### config.mk
export PLATFORM = sky130hd
export DESIGN_NAME = sssi_ram
export DESIGN_NICKNAME = d
export VERILOG_FILES = /design/src/rtl/core/sssi_ram.sv
export SDC_FILE = /design/constraint.sdc
export NUM_CORES = 2
export LEC_CHECK = 0
export BUFFER_PORTS_ARGS = -buffer_cell sky130_fd_sc_hd__buf_2
export CAP_MARGIN = 20
export CORE_MARGIN = 3
export CORE_UTILIZATION = 57
export CTS_CLUSTER_SIZE = 12
export DETAILED_ROUTE_END_ITERATION = 6
export PLACE_DENSITY = 0.73
export SYNTH_ARGS = -nofsm -noshare
export SYNTH_HDL_FRONTEND = slang
export SYNTH_SLANG_ARGS = --single-unit
### constraint.sdc
create_clock -name clk -period 3.13 [get_ports clk]
set_input_delay 0.7825 -clock clk [delete_from_list [all_inputs] [get_ports clk]]
set_output_delay 0.7825 -clock clk [all_outputs]
set_load 0.005 [all_outputs]
### src/rtl/core/sssi_ram.sv
// ============================================================================
// sssi_ram
// Simple dual-port synchronous RAM, one write and one registered read port.
// ============================================================================
module sssi_ram #(
    parameter  int DEPTH = 256,
    parameter  int WIDTH = 13,
    localparam int AW    = $clog2(DEPTH)
) (
    input  logic             clk,
    input  logic             we,
    input  logic [AW-1:0]    waddr,
    input  logic [WIDTH-1:0] wdata,
    input  logic             re,
    input  logic [AW-1:0]    raddr,
    output logic [WIDTH-1:0] rdata
);

    logic [WIDTH-1:0] mem [DEPTH];
    logic [WIDTH-1:0] rdata_reg;

    always_ff @(posedge clk)
    begin
        if (we)
        begin
            mem[waddr] <= wdata;
        end
    end

    always_ff @(posedge clk)
    begin
        if (re)
        begin
            rdata_reg <= mem[raddr];
        end
    end

    assign rdata = rdata_reg;

endmodule

==> metrics.md <==
| Metric | Value |
|---|---|
| Gr ovfl total | 0 |
| Post-synth ARST share | 0% |
| Initial antenna violation count | 23 |
| Ys flop type | edfxtp_1 |
| RSZ-0062 raised after global routing | false |
| Final period util | just under 100% |
| Final Core Density | about 66% |
| Most common cell after layout, fill and taps aside | edfxtp_1 |
| Clock Latency Late Sink | roughly 1 ns |
| Most frequent cells in the layout | edfxtp_1 (3341), mux4_2 (794), buf_4 (757), clkbuf_16 (354), nor2_1 (276) |
| Final WS setup | around 0.026 ns |
| CP cell instances | buf_12, buf_12, buf_12, buf_4, mux4_2, a22oi_1, nand3_1, a311oi_1, buf_4, nor4_1 |
| Routed vias | 66.16k |
| Max Fanout on Critical Path | 24 |
| Gp weighted congestion | roughly 0.94 |
| Avg Synthesized Cell Area | around 22 um^2 |
| Placed Instance Area | between 100000 and 150000 um^2 |
| Rel. slew slack | roughly a third |
| Area of the core | 223200 um^2 |
| #FFs+latches synth | 3341 |
| Clk slew on worst S/H paths | ~0.060 ns |
| Num CTS Buffers | 350 |
| Status | complete, no violations |
| Nets | roughly 6.7k |
| Via density | 6.743 |
| Period minus WS final | slightly above 3 ns |
| Cell count after synthesis | roughly 5.7k |
| CP delay by family, top | buffers and inverters |
| CP max stage cell | a311oi_1 |
| Die area | 231200 um^2 |
| Final setup vio count | 0 |
| CTS root buf | clkbuf_16 |
| P per Cell Area | 614.3 nW/um^2 |
| Tightest Hold Check Type | in2reg |
| Max FFs per register | between 3k and 4k |
| H-tree depth | 5 |
| Final Cell Area | around 150000 um^2 |
| WL/cell | around 35 um |
| Crit path DAT | between 3 and 4 ns |
| Die width | between 400 and 500 um |
| M3 GR Usage | under 10% |
| Place WS | -1.152 ns |
| Total Power | 0.09114 W |
| DRT Pass-1 Iters | 6 |
| Chip height | slightly below 500 um |
| Final max-slew violation count | 0 |
| Final Hold Vio Count | 0 |
| Critical Path End Type | flip-flop |
| Maxcap violations | 0 |
| Total GRT Usage | between 20 and 30% |
| # rows | around 170 |
| Yosys warnings | 0 |
| Share of layout cells above drive strength 1 | between 30% and 40% |
| Largest net degree at the start of global routing | 94 |
| Clk_skew | about 0.056 ns |
| Global-route wire length before repair | between 400000 and 500000 um |
| CTS tree | yes |
| Detailed placer's ending HPWL | between 200000 and 250000 um |
| CP required | about 3.8 ns |
| Syn_nets | ~5.8k |
| Syn Std Cell Area | 128500 um^2 |
| Crit-path max cell delay | 0.61 ns |
| Sum of buffers and inverters on the critical path | 5 |
| Post-CTS Setup Bufs | 0 |
| Clock Tree Buf Depth | 4 |
| Vias in the first global route | ~66k |
| Layer with the highest usage | met2 |
| Hold_ws | 0.2481 ns |
| Initial Util | between 50% and 60% |
| Area delta synth->final | 15.44% |
| Post-Route WL | approximately 340000 um |
| Global-route track usage on met1 | 41.88% |
| Part of the Yosys area used for sequential elements | between 70% and 80% |
| Slew @ Worst Pin | about 0.97 ns |
| Post-synth cell types | 54 |
| VDD IR max | between 0.5 and 0.6 mV |
| Achievable Freq | approximately 320 MHz |
| Number of enable flip-flop cells after synthesis | 3341 |
| Num Clock Sinks | between 3k and 4k |
| Most common cell on crit path | buf_12 |
| Crit path kind | in2reg |
| DRT antenna net count | 0 |
| Crit start category | input pin |
| Leak | roughly 48 nW |
| Met2 track demand over resource | about 45% |
| I/O pin cnt | 45 |
| I/O Buffers | 44 |
| Residual DRC | 0 |
| DR iter-0 viols | around 10k |
metrics by stage:
| stage | setup TNS, ns | std cells |
|---|---|---|
| after floorplan | 0 | 5729 |
| after global placement | -9.865 | 9278 |
| after detailed placement | -10.28 | 9278 |
| after CTS | 0 | 9799 |
| after global routing | 0 | 9806 |
| final | 0 | 9812 |
repair_timing:
| action | 4_1_cts | 5_1_grt |
|---|---|---|
| hold endpoints to repair | 0 | 0 |
| hold buffers | 0 | 0 |
| endpoints found under the setup margin | 1 | 4 |
| resized for setup | 1 | 4 |
| pin swaps | 0 | 0 |
power by group:
group          leakage (nW)  internal [W]  switching [W]  total (W)
combinational          13.1       0.00205        0.00319    0.00524
clock                  4.69        0.0206         0.0159     0.0365
sequential             30.0        0.0493      0.0000751     0.0494
routing by layer:
layer / vias to the layer above / wire, um
li1: 26175 / -
met1: 34646 / 121400
met2: 4666 / 159800
met3: 663 / 43150
met4: 10 / 14890
met5: - / 60
kinds of logic (layout without fill, tap and decap cells):
group / Yosys count / in the layout / share of synthesized area [%]
flops: 3341 / 3341 / 78.07
compound gates: 476 / 476 / 2.722
mux: 1037 / 1037 / 15.81
other cells: 0 / 13 / 0
simple gates: 531 / 531 / 1.835
buf+inv: 344 / 1439 / 1.567
cell usage after synthesis, types with 3 or more instances:
cell type | instances | share of area (%)
buf_2 | 68 | 0.26
nand2b_1 | 12 | 0.058
nor4_1 | 13 | 0.063
clkbuf_1 | 150 | 0.44
a22oi_1 | 67 | 0.39
o31a_1 | 10 | 0.068
a32oi_1 | 6 | 0.041
and2_1 | 8 | 0.039
o21a_1 | 6 | 0.035
nand4_1 | 16 | 0.078
o211ai_1 | 3 | 0.018
buf_6 | 46 | 0.40
o21ai_1 | 6 | 0.023
buf_12 | 3 | 0.047
mux4_2 | 794 | 14
mux2i_1 | 241 | 1.9
a211oi_1 | 40 | 0.23
edfxtp_1 | 3341 | 78
a22o_1 | 39 | 0.27
and3_1 | 4 | 0.019
o221ai_1 | 70 | 0.48
o22ai_1 | 42 | 0.20
a31oi_1 | 5 | 0.024
nor2b_1 | 39 | 0.19
nand3_1 | 29 | 0.11
buf_1 | 26 | 0.076
nor2_1 | 279 | 0.81
nand2_1 | 91 | 0.27
o21ai_0 | 20 | 0.078
buf_8 | 8 | 0.093
o2111ai_1 | 3 | 0.020
a21oi_1 | 83 | 0.32
buf_4 | 41 | 0.24
nor3_1 | 27 | 0.11
a221oi_1 | 54 | 0.37
a311oi_1 | 11 | 0.075
area by class of cell:
class	instances	area, um^2
flip-flops and latches	3341	100300
multi-input cells	2044	26240
inverters	2	10.01
well taps	2975	3722
repair buffers	916	8388
diodes	13	32.53
clock buffers	442	9189
clock inverters	79	452.9
fillers	13516	74810
final timing paths:
check / start / end / slack (ns) / cells after the start
setup / recovery: raddr[0] / rdata[11] / 0.03 / 10
hold / removal: wdata[4] / mem[243][4] / 0.25 / 1
setup reg to reg: mem[68][6] / rdata[6] / 0.18 / 6
hold reg to reg: mem[234][1] / rdata[1] / 1.15 / 5
(Power assumes the default switching activity.)
